**config.mk**
```make
export PLATFORM = sky130hd
export DESIGN_NAME = bpp_div_stage
export DESIGN_NICKNAME = d
export VERILOG_FILES = /design/src/sv/bpp_pkg.sv /design/src/sv/bpp_div_stage.sv
export SDC_FILE = /design/constraint.sdc
export NUM_CORES = 1
export LEC_CHECK = 0
export ABC_AREA = 1
export BUFFER_PORTS_ARGS = -buffer_cell sky130_fd_sc_hd__buf_2
export CAP_MARGIN = 20
export CORE_AREA = 2 2 240 242
export CTS_CLUSTER_SIZE = 30
export DETAILED_ROUTE_END_ITERATION = 6
export DIE_AREA = 0 0 242 244
export HOLD_SLACK_MARGIN = 0.12
export PLACE_DENSITY = 0.53
export SYNTH_ARGS = -nofsm -noshare
export SYNTH_HDL_FRONTEND = slang
export SYNTH_SLANG_ARGS = --single-unit
```
**constraint.sdc**
```tcl
create_clock -name clk -period 23.9 [get_ports clk]
set_clock_uncertainty 0.15 [all_clocks]
set_input_delay 2.39 -clock clk [delete_from_list [all_inputs] [get_ports clk]]
set_output_delay 2.39 -clock clk [all_outputs]
set_load 0.1 [all_outputs]
```
**src/sv/bpp_pkg.sv**
```systemverilog
`timescale 1ns / 1ps
// ----------------------------------------------------------------------------
// bpp_pkg
// Shared types, constants and fixed-point helpers for the Boris pusher.
// ----------------------------------------------------------------------------
package bpp_pkg;

  typedef logic signed [31:0] q_t;
  typedef logic signed [47:0] wide_t;

  localparam logic REG_CHARGE_TO_MASS = 1'b0;
  localparam logic REG_TIME_STEP      = 1'b1;

  localparam int DIV_BITS   = 48;
  localparam int DIV_STEP   = 4;
  localparam int DIV_STAGES = DIV_BITS / DIV_STEP;

  localparam logic signed [63:0] MAX32 = 64'sd2147483647;
  localparam logic signed [63:0] MIN32 = -64'sd2147483648;
  localparam logic signed [63:0] QONE  = 64'sd65536;
  localparam logic signed [63:0] NLIM  = 64'sd140737488355327;

  // Input request as seen by the front end.
  typedef struct packed {
    logic        valid;
    q_t [2:0]    x;
    q_t [2:0]    v;
    q_t [2:0]    e;
    q_t [2:0]    b;
  } req_t;

  // Half kick and rotation vector.
  typedef struct packed {
    logic        valid;
    q_t [2:0]    x;
    q_t [2:0]    u;
    q_t [2:0]    h;
    q_t [2:0]    k;
  } kick_t;

  // State carried through the divider.
  typedef struct packed {
    logic        valid;
    logic        neg;
    logic [31:0] den;
    logic [31:0] rem;
    logic [47:0] quo;
    q_t [2:0]    x;
    q_t [2:0]    k;
  } divs_t;

  function automatic q_t sat32(input logic signed [63:0] v);
    if (v > MAX32) return q_t'(MAX32);
    if (v < MIN32) return q_t'(MIN32);
    return v[31:0];
  endfunction

  function automatic logic signed [63:0] rnd16(input logic signed [63:0] p);
    return (p + 64'sd32768) >>> 16;
  endfunction

  function automatic logic signed [63:0] rnd17(input logic signed [63:0] p);
    return (p + 64'sd65536) >>> 17;
  endfunction

endpackage

```
**src/sv/bpp_div_stage.sv**
```systemverilog
`timescale 1ns / 1ps
// ----------------------------------------------------------------------------
// bpp_div_stage
// One registered stage of the restoring divider: DIV_STEP quotient bits.
// ----------------------------------------------------------------------------
module bpp_div_stage import bpp_pkg::*; (
  input  logic  clk,
  input  logic  rst,
  input  divs_t din,
  output divs_t dout
);

  logic [31:0] rem_next;
  logic [47:0] quo_next;

  always_comb begin
    logic [32:0] r;
    rem_next = din.rem;
    quo_next = din.quo;
    for (int s = 0; s < DIV_STEP; s++) begin
      r        = {rem_next, quo_next[47]};
      quo_next = {quo_next[46:0], 1'b0};
      if (r >= {1'b0, din.den}) begin
        r           = r - {1'b0, din.den};
        quo_next[0] = 1'b1;
      end
      rem_next = r[31:0];
    end
  end

  always_ff @(posedge clk) begin
    if (rst) begin
      dout.valid <= 1'b0;
    end else begin
      dout.valid <= din.valid;
    end
  end

  always_ff @(posedge clk) begin
    dout.neg <= din.neg;
    dout.den <= din.den;
    dout.rem <= rem_next;
    dout.quo <= quo_next;
    dout.x   <= din.x;
    dout.k   <= din.k;
  end

endmodule

```
---- Word-level counts from Yosys, hierarchy flattened ----
Cells that the tools add are included.
storage, ports and cells
  bits in registers ....................... 306
  bits in latches ......................... 0
  ROM bits ................................ 0
  word-level logic and storage cells ...... 27
  output and inout port bits .............. 306
  memories ................................ 0
  memory bits (writable) .................. 0
cells by class
  add/subtract/negate cells ............... 4
  reduce and logical (&&, ||, !) cells .... 0
  $lt $le $gt $ge ......................... 4
  equal/unequal tests ..................... 0
  muxes and demuxes ....................... 8
  divide/modulo/power cells ............... 0
  bitwise logic cells ..................... 0
  shift operators ......................... 0
  multiply operators ...................... 0
operators with widths
  kind                            count
  >= comparator 33 x 32 -> 1 bit  4
  2-to-1 mux 32 bit               4
  subtractor 32 bit               4
  2-to-1 mux 1 bit                4

---- Depth between registers and ports, before layout ----
Gate-level depths: netlist (run 1).
  depth in word-level cells ............... 8
  mapped depth ............................ 64

---- Least setup slack after synthesis (run 1) ----
OpenSTA, ideal clock, no wires.
  path type ............................... input-to-reg
  start point ............................. in din[296] (netlist bit)
  end point ............................... reg dout[266] (netlist bit)
  cell stages on the path ................. 55
  setup slack ............................. 14.268 ns
  setup time .............................. 0.058 ns
  arrival time ............................ 9.424 ns
  data required time ...................... 23.692 ns
  path through ............................ inv_1 -> ha_1 -> nand2_1 -> inv_1 -> a21oi_1 -> nand2_1 -> a21oi_1 -> nand4_2 -> buf_2 -> or2_2 -> nand2_1 -> inv_1 -> ha_1 -> a21o_1 -> a21oi_1 -> o211ai_1 -> a21oi_1 -> nand2_1 -> [19 not listed] -> nand2_1 -> nand2_1 -> ha_1 -> nand3_1 -> nand2_1 -> nand2_1 -> nand3b_1 -> nand2_1 -> nand2_1 -> inv_1 -> o21ai_0 -> a21boi_0 -> o21ai_0 -> nand2_1 -> nand2_1 -> xor2_1 -> nand2_1 -> nand2_1
on the way
  longest elaborated chain between the ends .. 8
  elaborated cells between the ends (all ways) .. 12
  those cells by class .................... 4 x add/sub; 4 x order compare; 4 x mux
ends and longest elaborated chain
  item                                                                 RTL line                                  source
  from (decl)                                                          bpp_div_stage.sv:9                        input divs_t din,
  subtractor 32 bit or >= comparator 33 x 32 -> 1 bit (tied branches)  bpp_div_stage.sv:24, bpp_div_stage.sv:23
  2-to-1 mux 32 bit                                                    bpp_div_stage.sv:23                       if (r >= {1'b0, din.den}) begin
  subtractor 32 bit or >= comparator 33 x 32 -> 1 bit (tied branches)  bpp_div_stage.sv:24, bpp_div_stage.sv:23
  2-to-1 mux 32 bit                                                    bpp_div_stage.sv:23
  >= comparator 33 x 32 -> 1 bit or subtractor 32 bit (tied branches)  bpp_div_stage.sv:23, bpp_div_stage.sv:24
  2-to-1 mux 32 bit                                                    bpp_div_stage.sv:23
  subtractor 32 bit or >= comparator 33 x 32 -> 1 bit (tied branches)  bpp_div_stage.sv:24, bpp_div_stage.sv:23
  2-to-1 mux 32 bit (*)                                                bpp_div_stage.sv:23
  named net rem_next[26]                                               bpp_div_stage.sv:13                       logic [31:0] rem_next;
  to (decl)                                                            bpp_div_stage.sv:10                       output divs_t dout
Mark *: on every way through the listed nets, which the timed path passes. The rest lies on a longest branch.
A chain may end at the register's enable or synchronous reset.

---- Worst setup path after layout (run 1) ----
  start point ............................. in din[289] (netlist bit)
  end point ............................... reg dout[258] (netlist bit)
Same word-level chain as after synthesis.

==> metrics.yaml, run 1 <==
power:
  seq_power_share: 0.189
  leakage_nw: 10.96
  comb_power_share: 0.631
  p_int_mw: 1.471
  p_sw_mw: 1.763
  switching_share: 0.5452
  peakVddDrop_v: 0.00005945
  p_clk_frac: 0.180
  p_per_area_nw_per_um2: 157.0
placement:
  place_area_um2: 19340
  port_buffers: 613
  gp_congestion: 1.056
  hpwl_um: 75500
cells_and_area:
  post-route-util: 0.3667
  drive_gt1_frac: 0.2583
  layout_common_cells: "nand2_1, buf_2, dfxtp_1, inv_1, nand3_1"
  mostFrequentLayoutCell: "nand2_1"
  reg_top3: "dout (306)"
  fin_nets: 3143
  fillers: 6019
  top_register: "dout"
  final_area_um2: 20590
  largest_reg_flops: 306
  area_growth_pct: 33.06
clock_network:
  cts_tree: "built"
  clock_sinks: 306
  clk_pin_slew_ps: 70
  cts_buffer_depth: 3
  cts-root-buf: "clkbuf_16"
  holdBufCountCts: 0
  htree_num_levels: 2
  post_cts_buffers: 0
  cts_resized: 0
  cts_made_buffers: 36
floorplan:
  pin_count: 614
  chipWidth_um: 242
  start_util: 0.2756
  rows: 87
  die_area_um2: 59050
  dieHeight_um: 244
  core_um2: 56170
worst_setup_path:
  crit_path_end: "dout[258]$_DFF_P_"
  worstPathArrival_ps: 13770
  critPathMaxStageDelay_ps: 690
  startpoint: "din[289]"
  cp-start-kind: "primary input"
  cpMostUsedCell: "nand2_1"
  cp.depth: 54
  crit_slowest_cell: "nor2_4"
  crit_family: "simple AND/OR/NAND/NOR gates"
  crit_path_end_kind: "register"
  crit_path_max_fanout: 36
  critPathRequiredTime_ps: 24250
  cp_num_buf_inv: 5
  crit_type: "primary input to register"
timing:
  fmax_mhz: 74.48
  hold_viol_final: 0
  slew_violations: 0
  setup-violations-final: 0
  period_needed_ps: 13430
  final.setup.tns_ps: 0
  rsz0062_at_grt: "no"
  fin_crit_sh: 0.5618
  worstMarginPinSlew_ps: 911.8
  slew_headroom: 0.3907
  whs_ps: 1783
synthesis:
  synth.distinct_cells: 49
  netlist_area_um2: 15480
  ys_seq_elements: 306
  synth_cells: 2080
  synth_nets: 2520
  yosysTopAreaCell: "dfxtp_1"
  ys_warn_count: 0
  synth.avg_cell_area_um2: 7.441
  ys_top_cells_by_area: "dfxtp_1, nand2_1, ha_1"
  synthArstFlopShare: 0
  synth_top_area_frac: 0.3958
  ys_seq_area_frac: 0.3958
  synth-main-ff-cell: "dfxtp_1"
  synth_edf_count: 0
grt:
  grt_use_total: 0.2863
  grt_overflow: 0
  grt_max_degree: 45
  antenna_found_initial: 27
  grt_pass1_wl_um: 121700
  grt_pass1_vias: 16970
status:
  status: "finished clean"
detailed_routing:
  routed_wl_um: 86950
  dr.first_iter.drc_count: 1033
  dr_total_vias: 16780
  via_per_inst: 4.812
  drc: 0
  drtPass1Iterations: 6
  postRouteAntennaNets: 0
  detail_route.wl_per_cell_um: 24.94
worst_hold_path:
  hold_class: "primary input to register"
job:
  drv_cap: 0
through the flow:
| step | worst slack, ps | std cells | power, mW |
|---|---|---|---|
| 2_1_floorplan | 14270 | 2080 | 2.125 |
| 3_3_place_gp | 10330 | 3421 | 2.642 |
| 3_5_place_dp | 10170 | 3421 | 2.636 |
| 4_1_cts | 10770 | 3485 | 3.229 |
| 5_1_grt | 9659 | 3485 | 3.447 |
| 6_report | 10470 | 3487 | 3.234 |
worst min path at each step:
stage,endpoint,slack [ps],cells past startpoint,from
5_1_grt,dout[232]$_DFF_P_,1760,1,din[228]
4_1_cts,dout[101]$_DFF_P_,1760,1,din[101]
6_report,dout[101]$_DFF_P_,1780,1,din[101]
3_5_place_dp,dout[140]$_DFF_P_,2340,1,din[140]
3_3_place_gp,dout[3]$_DFF_P_,2340,1,din[3]
2_1_floorplan,dout[0]$_DFF_P_,2270,0,din[0]
power by group through the flow:
stage	Sequential (mW)	Combinational [mW]	Clock [mW]
after floorplan	1.00	1.12	0
after CTS	0.612	2.02	0.595
after global placement	0.623	2.02	0
after global routing	0.614	2.22	0.616
after detailed placement	0.622	2.01	0
final	0.611	2.04	0.583
area by class of cell:
class                           instances  area, um2  area share
Inverter                              227      852.1     0.04137
Multi-Input combinational cell       1518       8344      0.4052
Antenna cell                            2      5.005   0.0002430
Sequential cell                       306       6126      0.2974
Tap cell                              756      945.9     0.04593
Clock inverter                         19      241.5     0.01173
Clock buffer                           45       1005     0.04878
Timing Repair Buffer                  614       3075      0.1493
layer usage:
metal	part of all wire	GRT usage
met5	0.00079	0
met4	0.029	0.07916
met3	0.058	0.05136
met2	0.49	0.5132
met1	0.42	0.3507
synth_stat cells, types with 16 or more instances:
master / instances
xnor2_1: 39
buf_2: 17
dfxtp_1: 306
a21o_1: 16
nor3_1: 19
o21ai_0: 85
nand3_1: 141
nand4_1: 16
inv_1: 223
nor2_1: 135
a21oi_1: 126
xor2_1: 60
ha_1: 128
nand2_1: 640
cells by family (layout without fill, tap and decap cells):
kind of cell             count (synthesis)  count (layout)  synth area share
XOR/XNOR                                99              99           0.05602
AND/OR/NAND/NOR                       1005            1005            0.2718
other                                    0               2                 0
adder cells (fa/ha/maj)                132             132            0.1087
buffers and inverters                  256             905           0.06540
AO/OA/AOI/OAI                          282             282            0.1023
flip-flops                             306             306            0.3958
(Power assumes the default switching activity.)
==> inputs of run 2 (changes only) <==
ABC_AREA = 0   (was 1)
PLACE_DENSITY = 0.5   (was 0.53)
clock period = 12.6 ns   (was 23.9 ns; I/O delays follow)
==> run 2 against run 1 <==
Compared with the run above: utilization rose by 3.2 points; sequential share of layout area is 2.4 points lower; non-clock buffer count up 407; clock-buffer cell count grew 10; critical path depth decreased by 7; global-route usage fell by 0.56 points; highest routed layer unchanged; first-iteration DRC count is 11% lower; clock power grew 96%; final cell count is 8.0% lower; sequential power rose by 91%; area after synthesis is 9.3% lower; routed wire length down 1.2%.
==> metrics.yaml, run 2 <==
status:
  status: "finished clean"  # unchanged
floorplan:
  start_util: 0.2499  # was 0.2756
  die_area_um2: 59050  # unchanged
  dieHeight_um: 244  # unchanged
  rows: 87  # unchanged
  core_um2: 56170  # unchanged
  chipWidth_um: 242  # unchanged
  pin_count: 614  # unchanged
timing:
  fin_ws_ps: 374.9  # was 10470 ps
  fmax_mhz: 81.80
  hold_viol_final: 0  # unchanged
  slew_headroom: 0.4904  # was 0.3907
  worstMarginPinSlew_ps: 757.9  # was 911.8 ps
  setup-violations-final: 0  # unchanged
  period_needed_ps: 12230
  fin_crit_sh: 0.9702
  whs_ps: 632.2  # was 1783 ps
  slew_violations: 0  # unchanged
worst_setup_path:
  crit_type: "primary input to register"  # unchanged
  crit_path_max_fanout: 18  # was 36
  cp-start-kind: "primary input"  # unchanged
  crit_path_end_kind: "register"  # unchanged
  cp_num_buf_inv: 9  # was 5
  critPathRequiredTime_ps: 12910  # was 24250 ps
  critPathMaxStageDelay_ps: 430  # was 690 ps
  crit_slowest_cell: "a211oi_1"  # was nor2_4
  cpMostUsedCell: "ha_1"  # was nand2_1
  worstPathArrival_ps: 12530  # was 13770 ps
  crit_family: "compound AO/OA/AOI/OAI gates"  # was simple AND/OR/NAND/NOR gates
  startpoint: "din[280]"  # was din[289]
placement:
  hpwl_um: 74460  # was 75500 um
  port_buffers: 613  # unchanged
  dp.cells: 3129  # was 3421
  gp_congestion: 1.006  # was 1.056
  post-place-ws_ps: -668.3  # was 10170 ps
cells_and_area:
  reg_top3: "dout (306)"  # unchanged
  fillers: 5698  # was 6019
  top_register: "dout"  # unchanged
  mostFrequentLayoutCell: "buf_2"  # was nand2_1
  fin_cells: 3208  # was 3487
  regArea_um2: 6126  # unchanged
  area_growth_pct: 59.67  # was 33.06%
  drive_gt1_frac: 0.4924  # was 0.2583
  post-route-util: 0.3990  # was 0.3667
  fin_nets: 2859  # was 3143
  layout_common_cells: "buf_2, buf_4, dfxtp_1, a21oi_1, ha_1"  # was nand2_1, buf_2, dfxtp_1, inv_1, nand3_1
  largest_reg_flops: 306  # unchanged
  multi_input_area_um2: 7537  # was 8344 um2
power:
  power.total_mw: 7.551  # was 3.234 mW
  peakVddDrop_v: 0.0003037  # was 0.00005945 V
  leakage_nw: 11.32  # was 10.96 nW
  p_per_area_nw_per_um2: 337.0  # was 157.0 nW/um2
synthesis:
  synth.avg_cell_area_um2: 10.19  # was 7.441 um2
  synth_top_area_frac: 0.4365  # was 0.3958
  synth-main-ff-cell: "dfxtp_1"  # unchanged
  ys_seq_elements: 306  # unchanged
  synth_edf_count: 0  # unchanged
  synth_cells: 1377  # was 2080
  yosysMostFrequentCell: "dfxtp_1"  # was nand2_1
  synth_nets: 1817  # was 2520
  synth_common_cells: "dfxtp_1, a21oi_1, ha_1, xnor2_1"  # was nand2_1, dfxtp_1, inv_1, nand3_1, nor2_1
  yosysTopAreaCell: "dfxtp_1"  # unchanged
  synthArstFlopShare: 0  # unchanged
  netlist_area_um2: 14030  # was 15480 um2
  ys_top_cells_by_area: "dfxtp_1, ha_1, xnor2_1"  # was dfxtp_1, nand2_1, ha_1
  ys_seq_area_frac: 0.4365  # was 0.3958
  ys_warn_count: 0  # unchanged
  synth.distinct_cells: 68  # was 49
clock_network:
  clk_pin_slew_ps: 60  # was 70 ps
  htree_num_levels: 2  # unchanged
  cts_tree: "built"  # unchanged
  cts_buffer_depth: 3  # unchanged
  cts_made_buffers: 39  # was 36
  clock_sinks: 306  # unchanged
  holdBufCountCts: 0  # unchanged
  cts-root-buf: "clkbuf_16"  # unchanged
detailed_routing:
  postRouteAntennaNets: 0  # unchanged
  dr.first_iter.drc_count: 918  # was 1033
  routed_wl_um: 85880  # was 86950 um
  via_per_inst: 4.646  # was 4.812
  drc: 0  # unchanged
  detail_route.wl_per_cell_um: 26.77  # was 24.94 um
  drtPass1Iterations: 5  # was 6
  dr_total_vias: 14910  # was 16.78k
worst_hold_path:
  hold_class: "primary input to register"  # unchanged
  min_from: "din[84]"  # was din[101]
grt:
  grt_pass1_wl_um: 116500  # was 121700 um
  grt_use_total: 0.2807  # was 0.2863
  grt_overflow: 0  # unchanged
  antenna_found_initial: 38  # was 27
  grt_pass1_vias: 15150  # was 16.97k
  grt_max_degree: 19  # was 45
job:
  drv_cap: 0  # unchanged
run 2: final timing paths:
check                 slack (ps)  cells after the start           endpoint
worst max-delay path         370                     47  dout[254]$_DFF_P_
worst min-delay path         630                      1   dout[84]$_DFF_P_
run 2: metal layers:
layer	global-route usage	routed length, um	vias up	share of wire
li1	-	-	7024	-
met1	0.3602	37940	7196	0.44
met2	0.4688	39950	530	0.47
met3	0.07726	5947	123	0.069
met4	0.06264	1845	32	0.021
met5	0	203	-	0.0024
run 2: cell type report:
type                       count  share of cell area
sequential                   306              0.2734
clock inverter                14            0.007091
tap                          756             0.04221
clock buffer                  55             0.05070
antenna                        5           0.0005583
inverter                      76             0.01295
timing repair inverter         1           0.0002233
multi-input combinational    974              0.3363
timing repair buffer        1021              0.2765
run 2: logic make-up (layout without fill, tap and decap cells):
logic type / Yosys count / count (layout) / share of synthesized area
AOI/OAI and AO/OA: 370 / 370 / 0.1664
and+or+nand+nor: 263 / 263 / 0.08969
buffers and inverters: 97 / 1167 / 0.03200
muxes: 101 / 101 / 0.08826
adders and majority gates: 132 / 132 / 0.1198
other: 0 / 5 / 0
DFF: 306 / 306 / 0.4365
xor gates and xnor gates: 108 / 108 / 0.06740
run 2: repair_timing:
| action | CTS | global route |
|---|---|---|
| gates resized for setup | 2 | 23 |
| pin swaps | 0 | 5 |
| endpoints found under the setup margin | 32 | 33 |
| gates cloned | 0 | 1 |
| setup buffers | 0 | 4 |
run 2: where the power goes:
| group | total [mW] | internal, mW | switching, mW |
|---|---|---|---|
| registers | 1.17 | 1.11 | 0.0655 |
| logic | 5.24 | 2.47 | 2.77 |
| clock network | 1.14 | 0.657 | 0.480 |
run 2: per-stage QoR:
stage               TNS, ps  area (um2)
floorplan                 0       14030
global placement     -12810       20980
detailed placement   -21180       20980
CTS                       0       22290
global route        -0.9113       22400
finish                    0       22410
